### src/hw/rtl/bc_texture_block_decoder_assert.svh
// assertion macros for the block decoder
// expects clk and rst_n in scope at the point of use
`ifndef BC_TEXTURE_BLOCK_DECODER_ASSERT_SVH
`define BC_TEXTURE_BLOCK_DECODER_ASSERT_SVH

// condition implies consequence in the same cycle
`define BCTD_ASSERT_NOW(name, ante, cons, msg) \
    name: assert property (@(posedge clk) disable iff (!rst_n) (ante) |-> (cons)) \
        else $error(msg);

// condition implies consequence in the next cycle
`define BCTD_ASSERT_NEXT(name, ante, cons, msg) \
    name: assert property (@(posedge clk) disable iff (!rst_n) (ante) |=> (cons)) \
        else $error(msg);

`endif

### src/hw/rtl/bctd_pkg.sv
// shared types, codes and fixed-point helpers for the block decoder
// no dependencies
package bctd_pkg;

    localparam int BLOCK_W = 64;
    localparam int COORD_W = 10;
    localparam int PIX_W   = 12;
    localparam int CHAN_W  = 8;
    localparam int DIM_W   = 13;
    localparam int FMT_W   = 2;
    localparam int CFG_IDX_W = 2;
    localparam int CFG_DATA_W = 13;

    // block formats
    localparam logic [FMT_W-1:0] FMT_DXT1  = 2'd0;
    localparam logic [FMT_W-1:0] FMT_DXT1A = 2'd1;
    localparam logic [FMT_W-1:0] FMT_DXT5  = 2'd2;
    localparam logic [FMT_W-1:0] FMT_ATI2  = 2'd3;

    // register indexes
    localparam logic [CFG_IDX_W-1:0] CFG_FORMAT = 2'd0;
    localparam logic [CFG_IDX_W-1:0] CFG_WIDTH  = 2'd1;
    localparam logic [CFG_IDX_W-1:0] CFG_HEIGHT = 2'd2;

    localparam logic [FMT_W-1:0] FORMAT_RESET = FMT_DXT5;
    localparam logic [DIM_W-1:0] DIM_RESET    = 13'd4096;

    typedef logic [CHAN_W-1:0] chan_t;
    typedef logic [10:0] rnum_t;

    typedef struct packed {
        chan_t r;
        chan_t g;
        chan_t b;
    } rgb_t;

    // round(v * 255 / 31) through a reciprocal multiply
    function automatic chan_t widen5(input logic [4:0] v);
        logic [12:0] x;
        logic [32:0] prod;
        x = {v, 8'd0} - 13'(v) + 13'd15;
        prod = 33'(x) * 33'd33826;
        return prod[27:20];
    endfunction

    // round(v * 255 / 63) through a reciprocal multiply
    function automatic chan_t widen6(input logic [5:0] v);
        logic [13:0] x;
        logic [28:0] prod;
        x = {v, 8'd0} - 14'(v) + 14'd31;
        prod = 29'(x) * 29'd16645;
        return prod[27:20];
    endfunction

    // floor(x / 3) for x up to 765
    function automatic chan_t div3(input logic [9:0] x);
        logic [19:0] prod;
        prod = 20'(x) * 20'd683;
        return prod[18:11];
    endfunction

    // floor(x / 5) for x up to 1275
    function automatic chan_t div5(input rnum_t x);
        logic [22:0] prod;
        prod = 23'(x) * 23'd3277;
        return prod[21:14];
    endfunction

    // floor(x / 7) for x up to 1785
    function automatic chan_t div7(input rnum_t x);
        logic [22:0] prod;
        prod = 23'(x) * 23'd2341;
        return prod[21:14];
    endfunction

endpackage

### src/hw/rtl/bctd_if.sv
// valid/ready channels for compressed blocks in and pixels out
// depends on bctd_pkg
interface bctd_block_if;
    import bctd_pkg::*;

    logic               valid;
    logic               ready;
    logic [BLOCK_W-1:0] block_low;
    logic [BLOCK_W-1:0] block_high;
    logic [COORD_W-1:0] block_col;
    logic [COORD_W-1:0] block_row;

    modport source (output valid, block_low, block_high, block_col, block_row,
                    input ready);
    modport sink   (input valid, block_low, block_high, block_col, block_row,
                    output ready);
endinterface

interface bctd_pixel_if;
    import bctd_pkg::*;

    logic             valid;
    logic             ready;
    logic [PIX_W-1:0] pixel_x;
    logic [PIX_W-1:0] pixel_y;
    chan_t            red;
    chan_t            green;
    chan_t            blue;
    chan_t            alpha;
    logic             last;

    modport source (output valid, pixel_x, pixel_y, red, green, blue, alpha, last,
                    input ready);
    modport sink   (input valid, pixel_x, pixel_y, red, green, blue, alpha, last,
                    output ready);
endinterface

### src/hw/rtl/bc_texture_block_decoder.sv
// Block decoder: 4x4 compressed block in, clipped RGBA8 pixels out in raster order.
// The first pixel of a block passes the input, endpoint, palette, serializer and output
// registers after the block request is taken. Pixels leave at one per cycle while the
// output is not stalled; an interior block yields 16 and a fully clipped one none.
// Blocks overlap: endpoint, palette and serializer stages each hold a different block.
// Reset (rst_n, async low) empties every stage; format DXT5, width and height 4096.
module bc_texture_block_decoder #(
    parameter int MAX_DIM = 4096
) (
    input  logic                               clk,
    input  logic                               rst_n,
    bctd_block_if.sink                         blocks,
    bctd_pixel_if.source                       pixels,
    input  logic                               cfg_write,
    input  logic [bctd_pkg::CFG_IDX_W-1:0]     cfg_index,
    input  logic [bctd_pkg::CFG_DATA_W-1:0]    cfg_data
);
    import bctd_pkg::*;

`include "bc_texture_block_decoder_assert.svh"

    localparam int LIM_W = ($clog2(MAX_DIM + 1) > DIM_W) ? $clog2(MAX_DIM + 1) : DIM_W;
    localparam logic [LIM_W-1:0] MAX_LIM = LIM_W'(MAX_DIM);

    // configuration
    logic [FMT_W-1:0] cfg_format_reg;
    logic [DIM_W-1:0] cfg_width_reg;
    logic [DIM_W-1:0] cfg_height_reg;

    always_ff @(posedge clk or negedge rst_n)
    begin
        if (!rst_n)
        begin
            cfg_format_reg <= FORMAT_RESET;
            cfg_width_reg  <= DIM_RESET;
            cfg_height_reg <= DIM_RESET;
        end
        else if (cfg_write)
        begin
            unique case (cfg_index)
                CFG_FORMAT: cfg_format_reg <= cfg_data[FMT_W-1:0];
                CFG_WIDTH:  cfg_width_reg  <= cfg_data[DIM_W-1:0];
                CFG_HEIGHT: cfg_height_reg <= cfg_data[DIM_W-1:0];
                default:    ;
            endcase
        end
    end

    // stage handshake
    logic s1_valid_reg, s2_valid_reg, s3_valid_reg, ser_busy_reg, out_valid_reg;
    logic s1_en, s2_en, s3_en, ser_take, out_free, pix_fire, ser_final;

    // stage 1: input register
    logic [BLOCK_W-1:0] s1_low_reg, s1_high_reg;
    logic [COORD_W-1:0] s1_col_reg, s1_row_reg;

    // stage 2: widened endpoints, ramp numerators, clip extents
    rgb_t               s2_e_reg [2];
    logic               s2_three_reg;
    chan_t              s2_be_reg [2][2];
    logic               s2_gt_reg [2];
    rnum_t              s2_num_reg [2][2:7];
    logic [31:0]        s2_csel_reg;
    logic [47:0]        s2_asel_reg [2];
    logic [COORD_W-1:0] s2_col_reg, s2_row_reg;
    logic [1:0]         s2_xl_reg, s2_yl_reg;
    logic               s2_empty_reg;

    // stage 3: palettes and ramps
    rgb_t               s3_pal_reg [4];
    logic               s3_three_reg;
    chan_t              s3_ramp_reg [2][8];
    logic [31:0]        s3_csel_reg;
    logic [47:0]        s3_asel_reg [2];
    logic [COORD_W-1:0] s3_col_reg, s3_row_reg;
    logic [1:0]         s3_xl_reg, s3_yl_reg;
    logic               s3_empty_reg;

    // serializer
    rgb_t               ser_pal_reg [4];
    logic               ser_three_reg;
    chan_t              ser_ramp_reg [2][8];
    logic [31:0]        ser_csel_reg;
    logic [47:0]        ser_asel_reg [2];
    logic [COORD_W-1:0] ser_col_reg, ser_row_reg;
    logic [1:0]         ser_xl_reg, ser_yl_reg;
    logic [1:0]         ser_cx_reg, ser_cy_reg;

    // output register
    logic [PIX_W-1:0]   out_x_reg, out_y_reg;
    chan_t              out_r_reg, out_g_reg, out_b_reg, out_a_reg;
    logic               out_last_reg;

    assign out_free  = !out_valid_reg || pixels.ready;
    assign ser_final = (ser_cx_reg == ser_xl_reg) && (ser_cy_reg == ser_yl_reg);
    assign pix_fire  = ser_busy_reg && out_free;
    assign ser_take  = !ser_busy_reg || (pix_fire && ser_final);
    assign s3_en     = !s3_valid_reg || ser_take;
    assign s2_en     = !s2_valid_reg || s3_en;
    assign s1_en     = !s1_valid_reg || s2_en;
    assign blocks.ready = s1_en;

    always_ff @(posedge clk or negedge rst_n)
    begin
        if (!rst_n)
        begin
            s1_valid_reg <= 1'b0;
            s2_valid_reg <= 1'b0;
            s3_valid_reg <= 1'b0;
        end
        else
        begin
            if (s1_en)
                s1_valid_reg <= blocks.valid;
            if (s2_en)
                s2_valid_reg <= s1_valid_reg;
            if (s3_en)
                s3_valid_reg <= s2_valid_reg;
        end
    end

    always_ff @(posedge clk)
    begin
        if (s1_en && blocks.valid)
        begin
            s1_low_reg  <= blocks.block_low;
            s1_high_reg <= blocks.block_high;
            s1_col_reg  <= blocks.block_col;
            s1_row_reg  <= blocks.block_row;
        end
    end

    // stage 2 logic
    logic [BLOCK_W-1:0] chalf;
    logic [15:0]        c0, c1;
    logic [BLOCK_W-1:0] hv [2];
    rgb_t               e_next [2];
    logic               three_next;
    logic               gt_next [2];
    rnum_t              num_next [2][2:7];
    logic [LIM_W-1:0]   wlim, hlim, x0, y0, xrem, yrem;
    logic               x_in, y_in;
    logic [1:0]         xl_next, yl_next;

    always_comb
    begin
        chalf = (cfg_format_reg == FMT_DXT5) ? s1_high_reg : s1_low_reg;
        c0 = chalf[15:0];
        c1 = chalf[31:16];
        e_next[0].r = widen5(c0[15:11]);
        e_next[0].g = widen6(c0[10:5]);
        e_next[0].b = widen5(c0[4:0]);
        e_next[1].r = widen5(c1[15:11]);
        e_next[1].g = widen6(c1[10:5]);
        e_next[1].b = widen5(c1[4:0]);
        three_next = (cfg_format_reg == FMT_DXT1A) && (c0 <= c1);

        hv[0] = s1_low_reg;
        hv[1] = s1_high_reg;
        for (int h = 0; h < 2; h++)
        begin
            gt_next[h] = hv[h][7:0] > hv[h][15:8];
            for (int k = 2; k < 8; k++)
            begin
                if (gt_next[h])
                    num_next[h][k] = rnum_t'(hv[h][7:0]) * rnum_t'(8 - k)
                                   + rnum_t'(hv[h][15:8]) * rnum_t'(k - 1);
                else if (k <= 5)
                    num_next[h][k] = rnum_t'(hv[h][7:0]) * rnum_t'(6 - k)
                                   + rnum_t'(hv[h][15:8]) * rnum_t'(k - 1);
                else
                    num_next[h][k] = '0;
            end
        end

        // visible extent of the block inside the image
        wlim = (LIM_W'(cfg_width_reg) < MAX_LIM) ? LIM_W'(cfg_width_reg) : MAX_LIM;
        hlim = (LIM_W'(cfg_height_reg) < MAX_LIM) ? LIM_W'(cfg_height_reg) : MAX_LIM;
        x0 = LIM_W'({s1_col_reg, 2'b00});
        y0 = LIM_W'({s1_row_reg, 2'b00});
        x_in = x0 < wlim;
        y_in = y0 < hlim;
        xrem = wlim - x0;
        yrem = hlim - y0;
        xl_next = (xrem > LIM_W'(3)) ? 2'd3 : 2'(xrem[1:0] - 2'd1);
        yl_next = (yrem > LIM_W'(3)) ? 2'd3 : 2'(yrem[1:0] - 2'd1);
    end

    always_ff @(posedge clk)
    begin
        if (s2_en && s1_valid_reg)
        begin
            s2_e_reg     <= e_next;
            s2_three_reg <= three_next;
            for (int h = 0; h < 2; h++)
            begin
                s2_be_reg[h][0] <= hv[h][7:0];
                s2_be_reg[h][1] <= hv[h][15:8];
                s2_gt_reg[h]    <= gt_next[h];
                s2_asel_reg[h]  <= hv[h][63:16];
                for (int k = 2; k < 8; k++)
                    s2_num_reg[h][k] <= num_next[h][k];
            end
            s2_csel_reg  <= chalf[63:32];
            s2_col_reg   <= s1_col_reg;
            s2_row_reg   <= s1_row_reg;
            s2_xl_reg    <= xl_next;
            s2_yl_reg    <= yl_next;
            s2_empty_reg <= !x_in || !y_in;
        end
    end

    // stage 3 logic
    rgb_t  pal_next [4];
    chan_t ramp_next [2][8];

    always_comb
    begin
        pal_next[0] = s2_e_reg[0];
        pal_next[1] = s2_e_reg[1];
        if (s2_three_reg)
        begin
            pal_next[2].r = chan_t'(({1'b0, s2_e_reg[0].r} + {1'b0, s2_e_reg[1].r}) >> 1);
            pal_next[2].g = chan_t'(({1'b0, s2_e_reg[0].g} + {1'b0, s2_e_reg[1].g}) >> 1);
            pal_next[2].b = chan_t'(({1'b0, s2_e_reg[0].b} + {1'b0, s2_e_reg[1].b}) >> 1);
            pal_next[3]   = '0;
        end
        else
        begin
            pal_next[2].r = div3({1'b0, s2_e_reg[0].r, 1'b0} + 10'(s2_e_reg[1].r));
            pal_next[2].g = div3({1'b0, s2_e_reg[0].g, 1'b0} + 10'(s2_e_reg[1].g));
            pal_next[2].b = div3({1'b0, s2_e_reg[0].b, 1'b0} + 10'(s2_e_reg[1].b));
            pal_next[3].r = div3(10'(s2_e_reg[0].r) + {1'b0, s2_e_reg[1].r, 1'b0});
            pal_next[3].g = div3(10'(s2_e_reg[0].g) + {1'b0, s2_e_reg[1].g, 1'b0});
            pal_next[3].b = div3(10'(s2_e_reg[0].b) + {1'b0, s2_e_reg[1].b, 1'b0});
        end

        for (int h = 0; h < 2; h++)
        begin
            ramp_next[h][0] = s2_be_reg[h][0];
            ramp_next[h][1] = s2_be_reg[h][1];
            for (int k = 2; k < 8; k++)
            begin
                if (s2_gt_reg[h])
                    ramp_next[h][k] = div7(s2_num_reg[h][k]);
                else if (k == 6)
                    ramp_next[h][k] = 8'd0;
                else if (k == 7)
                    ramp_next[h][k] = 8'd255;
                else
                    ramp_next[h][k] = div5(s2_num_reg[h][k]);
            end
        end
    end

    always_ff @(posedge clk)
    begin
        if (s3_en && s2_valid_reg)
        begin
            s3_pal_reg   <= pal_next;
            s3_three_reg <= s2_three_reg;
            s3_ramp_reg  <= ramp_next;
            s3_csel_reg  <= s2_csel_reg;
            s3_asel_reg  <= s2_asel_reg;
            s3_col_reg   <= s2_col_reg;
            s3_row_reg   <= s2_row_reg;
            s3_xl_reg    <= s2_xl_reg;
            s3_yl_reg    <= s2_yl_reg;
            s3_empty_reg <= s2_empty_reg;
        end
    end

    // serializer: walks the visible pixels of one block, one per cycle while the output register is free
    always_ff @(posedge clk or negedge rst_n)
    begin
        if (!rst_n)
        begin
            ser_busy_reg <= 1'b0;
            ser_cx_reg   <= 2'd0;
            ser_cy_reg   <= 2'd0;
        end
        else if (ser_take)
        begin
            ser_busy_reg <= s3_valid_reg && !s3_empty_reg;
            ser_cx_reg   <= 2'd0;
            ser_cy_reg   <= 2'd0;
        end
        else if (pix_fire)
        begin
            if (ser_cx_reg == ser_xl_reg)
            begin
                ser_cx_reg <= 2'd0;
                ser_cy_reg <= ser_cy_reg + 2'd1;
            end
            else
                ser_cx_reg <= ser_cx_reg + 2'd1;
        end
    end

    always_ff @(posedge clk)
    begin
        if (ser_take && s3_valid_reg)
        begin
            ser_pal_reg   <= s3_pal_reg;
            ser_three_reg <= s3_three_reg;
            ser_ramp_reg  <= s3_ramp_reg;
            ser_csel_reg  <= s3_csel_reg;
            ser_asel_reg  <= s3_asel_reg;
            ser_col_reg   <= s3_col_reg;
            ser_row_reg   <= s3_row_reg;
            ser_xl_reg    <= s3_xl_reg;
            ser_yl_reg    <= s3_yl_reg;
        end
    end

    // pixel select
    logic [3:0] pidx;
    logic [5:0] abase;
    logic [1:0] ci;
    logic [2:0] sel_lo, sel_hi;
    chan_t      pr, pg, pb, pa;

    always_comb
    begin
        pidx   = {ser_cy_reg, ser_cx_reg};
        abase  = {2'b00, pidx} + {1'b0, pidx, 1'b0};
        ci     = ser_csel_reg[{pidx, 1'b0} +: 2];
        sel_lo = ser_asel_reg[0][abase +: 3];
        sel_hi = ser_asel_reg[1][abase +: 3];
        if (cfg_format_reg == FMT_ATI2)
        begin
            pr = ser_ramp_reg[0][sel_lo];
            pg = ser_ramp_reg[1][sel_hi];
            pb = 8'd0;
            pa = 8'd255;
        end
        else
        begin
            pr = ser_pal_reg[ci].r;
            pg = ser_pal_reg[ci].g;
            pb = ser_pal_reg[ci].b;
            if (cfg_format_reg == FMT_DXT5)
                pa = ser_ramp_reg[0][sel_lo];
            else if (ser_three_reg && (ci == 2'd3))
                pa = 8'd0;
            else
                pa = 8'd255;
        end
    end

    always_ff @(posedge clk or negedge rst_n)
    begin
        if (!rst_n)
            out_valid_reg <= 1'b0;
        else if (out_free)
            out_valid_reg <= pix_fire;
    end

    always_ff @(posedge clk)
    begin
        if (pix_fire)
        begin
            out_x_reg    <= {ser_col_reg, ser_cx_reg};
            out_y_reg    <= {ser_row_reg, ser_cy_reg};
            out_r_reg    <= pr;
            out_g_reg    <= pg;
            out_b_reg    <= pb;
            out_a_reg    <= pa;
            out_last_reg <= ser_final;
        end
    end

    assign pixels.valid   = out_valid_reg;
    assign pixels.pixel_x = out_x_reg;
    assign pixels.pixel_y = out_y_reg;
    assign pixels.red     = out_r_reg;
    assign pixels.green   = out_g_reg;
    assign pixels.blue    = out_b_reg;
    assign pixels.alpha   = out_a_reg;
    assign pixels.last    = out_last_reg;

    `BCTD_ASSERT_NEXT(a_take_fills_s1, blocks.valid && blocks.ready, s1_valid_reg,
        "accepted block did not reach the input stage")
    `BCTD_ASSERT_NOW(a_walk_in_extent, ser_busy_reg,
        (ser_cx_reg <= ser_xl_reg) && (ser_cy_reg <= ser_yl_reg),
        "serializer position outside the visible extent")
    `BCTD_ASSERT_NOW(a_pixel_clipped, pixels.valid,
        (LIM_W'(pixels.pixel_x) < wlim) && (LIM_W'(pixels.pixel_y) < hlim),
        "emitted pixel lies outside the image")

endmodule

### src/flat_wrapper.sv
// flat-port wrapper written by rule: the top's interface ports become plain ports
module bc_texture_block_decoder_flat import bctd_pkg::*;
#(
    parameter int MAX_DIM = 4096
)
  (clk, rst_n, cfg_write, cfg_index, cfg_data, blocks_valid, blocks_block_low, blocks_block_high, blocks_block_col, blocks_block_row, blocks_ready, pixels_valid, pixels_pixel_x, pixels_pixel_y, pixels_red, pixels_green, pixels_blue, pixels_alpha, pixels_last, pixels_ready);
  bctd_block_if blocks_i ();
  bctd_pixel_if pixels_i ();
  input  logic clk;
  input  logic rst_n;
  input  logic cfg_write;
  input  logic [bctd_pkg::CFG_IDX_W-1:0] cfg_index;
  input  logic [bctd_pkg::CFG_DATA_W-1:0] cfg_data;
  input wire logic [$bits(blocks_i.valid)-1:0] blocks_valid;
  input wire logic [$bits(blocks_i.block_low)-1:0] blocks_block_low;
  input wire logic [$bits(blocks_i.block_high)-1:0] blocks_block_high;
  input wire logic [$bits(blocks_i.block_col)-1:0] blocks_block_col;
  input wire logic [$bits(blocks_i.block_row)-1:0] blocks_block_row;
  output wire logic [$bits(blocks_i.ready)-1:0] blocks_ready;
  output wire logic [$bits(pixels_i.valid)-1:0] pixels_valid;
  output wire logic [$bits(pixels_i.pixel_x)-1:0] pixels_pixel_x;
  output wire logic [$bits(pixels_i.pixel_y)-1:0] pixels_pixel_y;
  output wire logic [$bits(pixels_i.red)-1:0] pixels_red;
  output wire logic [$bits(pixels_i.green)-1:0] pixels_green;
  output wire logic [$bits(pixels_i.blue)-1:0] pixels_blue;
  output wire logic [$bits(pixels_i.alpha)-1:0] pixels_alpha;
  output wire logic [$bits(pixels_i.last)-1:0] pixels_last;
  input wire logic [$bits(pixels_i.ready)-1:0] pixels_ready;
  assign blocks_i.valid = blocks_valid;
  assign blocks_i.block_low = blocks_block_low;
  assign blocks_i.block_high = blocks_block_high;
  assign blocks_i.block_col = blocks_block_col;
  assign blocks_i.block_row = blocks_block_row;
  assign blocks_ready = blocks_i.ready;
  assign pixels_valid = pixels_i.valid;
  assign pixels_pixel_x = pixels_i.pixel_x;
  assign pixels_pixel_y = pixels_i.pixel_y;
  assign pixels_red = pixels_i.red;
  assign pixels_green = pixels_i.green;
  assign pixels_blue = pixels_i.blue;
  assign pixels_alpha = pixels_i.alpha;
  assign pixels_last = pixels_i.last;
  assign pixels_i.ready = pixels_ready;
  bc_texture_block_decoder #(.MAX_DIM(MAX_DIM)) u_core (.clk(clk), .rst_n(rst_n), .blocks(blocks_i), .pixels(pixels_i), .cfg_write(cfg_write), .cfg_index(cfg_index), .cfg_data(cfg_data));
endmodule
### config.mk
export PLATFORM = sky130hd
export DESIGN_NAME = bc_texture_block_decoder_flat
export DESIGN_NICKNAME = d
export VERILOG_FILES = /design/src/hw/rtl/bctd_pkg.sv /design/src/hw/rtl/bctd_if.sv /design/src/hw/rtl/bc_texture_block_decoder.sv /design/src/flat_wrapper.sv
export VERILOG_INCLUDE_DIRS = /design/src /design/src/hw/rtl
export SDC_FILE = /design/constraint.sdc
export NUM_CORES = 2
export LEC_CHECK = 0
export BUFFER_PORTS_ARGS = -buffer_cell sky130_fd_sc_hd__buf_2
export CAP_MARGIN = 10
export CORE_ASPECT_RATIO = 0.8
export CORE_MARGIN = 10
export CORE_UTILIZATION = 50
export CTS_BUF_LIST = sky130_fd_sc_hd__clkbuf_2
export CTS_CLUSTER_DIAMETER = 40
export DETAILED_ROUTE_END_ITERATION = 10
export PLACE_DENSITY_LB_ADDON = 0.05
export SLEW_MARGIN = 20
export SYNTH_ARGS = -nofsm -noshare
export SYNTH_HDL_FRONTEND = slang
export SYNTH_SLANG_ARGS = --single-unit
### constraint.sdc
create_clock -name clk -period 56.9 [get_ports clk]
set_input_delay 2.845 -clock clk [delete_from_list [all_inputs] [get_ports clk]]
set_output_delay 2.845 -clock clk [all_outputs]
set_load 0.1 [all_outputs]
==> results_dict.tcl <==
set metrics [dict create \
    placement_rows 153 \
    ys_async_sr_fraction 0.02727 \
    total_switching_power_w 0.003282 \
    grt_usage 0.2177 \
    post_cts_hold_buffer_count 0 \
    maxCapViolCount 0 \
    via_count_of_the_first_global_routing_pass 71690 \
    dp_hpwl_um 203300 \
    filler_cell_count 19110 \
    critical_path.startpoint "u_core.cfg_format_reg[1]" \
    maxUsedRoutingLayer "met5" \
    maxSlewViolCount 0 \
    cpPeakStageDelay_ns 0.80 \
    worst_path_class_setup "flip-flop to flip-flop" \
    hold_path_class "flip-flop to flip-flop" \
    num-nets-final 12720 \
    clock_tree.buffer_depth 4 \
    timing.clock.skew_ns 0.2216 \
    cts_made_buffers 349 \
    p_total_w 0.006895 \
    power.sequential.fraction 0.203 \
    leading_cell_types_in_the_layout_fill_and_taps_excluded "ha_1, inv_1, edfxtp_1, fa_1, clkbuf_2" \
    detail_route.wirelength_um 259700 \
    ant_nets 0 \
    first_iter_violations 4050 \
    timing.critical_path.buf_inv 5 \
    grt_start_max_net_pins 160 \
    detail_route.vias_per_cell 5.386 \
    ys.warnings.count 0 \
    floorplan.io_pins 227 \
    grt_setup_unrepaired "false" \
    clkSlewWorstSetupHoldPaths_ns 0.10 \
    drive_above_1_share 0.1085 \
    yosys.area_share.xor_xnor 0.04001 \
    yosys_most_used_dff "edfxtp_1" \
    yosys.area_share.adder 0.3725 \
    internal_power_w 0.003613 \
    power.leakage_nw 55.61 \
    pwr_density_cell_nw_per_um2 58.38 \
    antenna_found_initial 14 \
    crit_slowest_cell "nor2b_4" \
    simple_logic_cell_fraction_of_the_synthesized_area 0.05488 \
    route.vias.total 68910 \
    crit_path_end_kind "flip-flop" \
    cp.required_ns 58.25 \
    drc_errors 0 \
    share_clk_of_total_power 0.101 \
    final_count_of_hold_timing_violations 0 \
    synth_compound_gate_area_share 0.07045 \
    postSynthNetCount 12170 \
    synth-seq-cells 1357 \
    placeableCoreArea_um2 218000 \
    critical_path_peak_fanout 45 \
    syn2layout_area_growth_pct 7.466 \
    max_clock_freq_mhz 123.9 \
    main_combinational_cell_family_by_area_after_synthesis "adder cells" \
    die_width_um 544.2 \
    critical_path_cell_count 25 \
    worstMarginPinSlew_ns 1.138 \
    floorplan.die_area_um2 239100 \
    routed-wl-met3_um 13820 \
    detail_route.wirelength.met1_um 126200 \
    setup-violations-final 0 \
    tritoncts "done" \
    synth.avg_cell_area_um2 12.05 \
    most_frequent_standard_cell_in_the_layout_excluding_fill_and_tap_cells "ha_1" \
    power.ir.vdd_worst_v 0.00006120 \
    clock_insertion_delay_worst_skew_ns 1.63 \
    gates_resized_cts_repair 0 \
    ys_seq_area_frac 0.3691 \
    grt_first_pass_wirelength_um 409000 \
    comb_power_share 0.696 \
    place.gp.congestion 0.8693 \
    clock_sinks 1357 \
    timing.hold.worst.start "u_core.s2_be_reg[1][12]" \
    cts_h_tree_depth 5 \
    r2r-start "u_core.cfg_format_reg[1]" \
    netlist_instances 9117 \
    wl_met2_um 114500 \
    library_cell_used_as_clock_root_buffer "clkbuf_2" \
    arrival_ns 9.42 \
    post-cts-setup-buffer-count 0 \
    synth_cell_type_count 87 \
    post_synth_instance_area_um2 109900 \
    firstDrtPassIters 5 \
    global_route.overflow_total 0 \
    synth_edf_count 1320 \
    die_h_um 439.3 \
    worst_hold_depth 0 \
    power_switching_share 0.4760 \
    worst_path_dominant_cell_family "adder cells" \
    cpMostUsedCell "ha_1" \
    run_status "finished, final reports clean" \
    max_transition_margin 0.2411 \
    floorplan.initialDensity 0.5040 \
    wl_per_cell_um 20.30 \
    timing.reg2reg.worst_path_depth 25 \
    critPathLaunchType "flip-flop" \
    final_min_period_over_clock_period 0.1418 \
    synth.area.mux_share 0.03586 \
    portBuffers 226 \
    setup-tns-final_ns 0 \
    min_period_ns 8.070 \
]
area by class of cell:
cell class | instances | area, um2 | share of cell area
clock inverters | 117 | 823.3 | 0.006971
well taps | 2867 | 3587 | 0.03037
clock buffers | 490 | 2452 | 0.02076
repair buffers | 307 | 1762 | 0.01492
flip-flops and latches | 1357 | 40570 | 0.3435
diodes | 6 | 15.01 | 0.0001271
multi-input cells | 6116 | 63130 | 0.5345
inverters | 1535 | 5762 | 0.04879
power groups by stage:
stage	registers [W]	clock network, W	logic [W]
2_1_floorplan	0.00152	0	0.00348
3_3_place_gp	0.00142	0	0.00473
3_5_place_dp	0.00142	0	0.00481
4_1_cts	0.00140	0.000730	0.00486
5_1_grt	0.00141	0.000780	0.00551
6_report	0.00140	0.000699	0.00480
through the flow:
step                      hold slack [ns]  setup WS, ns  std cells  instance area (um2)    util
after floorplan                    0.4003         35.99       9117               109900       -
after global placement             0.4002         48.88      12180               114800  0.5265
after detailed placement           0.4045         48.83      12180               114800  0.5265
after CTS                          0.3246         48.78      12790               118100  0.5416
after global routing               0.3308         48.24      12790               118100  0.5416
final                              0.3399         48.83      12800               118100  0.5416
metal layers:
| layer | global-route usage | up-vias |
|---|---|---|
| met5 | 0 | - |
| met4 | 0.04822 | 2 |
| met3 | 0.03216 | 297 |
| met2 | 0.3395 | 1452 |
| met1 | 0.3220 | 33650 |
| li1 | - | 33510 |
path summary, 6_finish.rpt:
kind	to	slack [ns]
min in group asynchronous	u_core.cfg_width_reg[4]	1.22
hold / removal	u_core.s3_ramp_reg[60]	0.34
setup reg to reg	u_core.pal_next[87]	48.83
hold reg to reg	u_core.s3_ramp_reg[60]	0.34
max in group asynchronous	u_core.cfg_format_reg[1]	55.19
setup / recovery	u_core.pal_next[87]	48.83
kinds of logic after synthesis:
kind of cell / Yosys count
buf+inv: 1644
mux: 256
fa+ha+maj: 2887
xor+xnor: 502
flops: 1357
simple gates: 1253
compound gates: 1218
synthesized netlist by cell type (44+ instances only):
master	instances	area share
nand2b_1	50	0.0028
ha_1	2243	0.26
mux2i_1	74	0.0067
fa_1	642	0.12
xor2_1	159	0.013
o21ai_0	224	0.010
a21oi_1	388	0.018
mux4_2	102	0.021
o21a_1	64	0.0044
edfxtp_1	1320	0.36
clkbuf_1	60	0.0020
or3_1	44	0.0025
nor2_1	339	0.012
nand4_1	51	0.0029
nor2b_1	75	0.0043
nand3_1	90	0.0041
a21o_1	120	0.0082
mux2_2	75	0.0077
inv_1	1533	0.052
and2_1	50	0.0028
o21bai_1	98	0.0067
nand2_1	341	0.012
nor3_1	96	0.0044
xnor2_1	343	0.027
worst register-to-register path: stages, from the launching register on:
cell	delay, ns
dfstp_2	0.61
nor2b_4	0.80
buf_4	0.67
mux2i_1	0.59
inv_1	0.39
ha_1	0.33
nand4_1	0.14
ha_1	0.26
inv_1	0.13
ha_1	0.27
fa_1	0.39
ha_1	0.30
ha_1	0.27
inv_1	0.05
fa_1	0.49
inv_1	0.04
ha_1	0.29
nand2_1	0.08
nor3_1	0.23
and4b_1	0.22
a22oi_1	0.12
a31oi_1	0.43
a31oi_1	0.20
o21ai_1	0.26
a21oi_1	0.10
a31oi_1	0.19
Note: power is estimated with default switching activity, not from simulation.
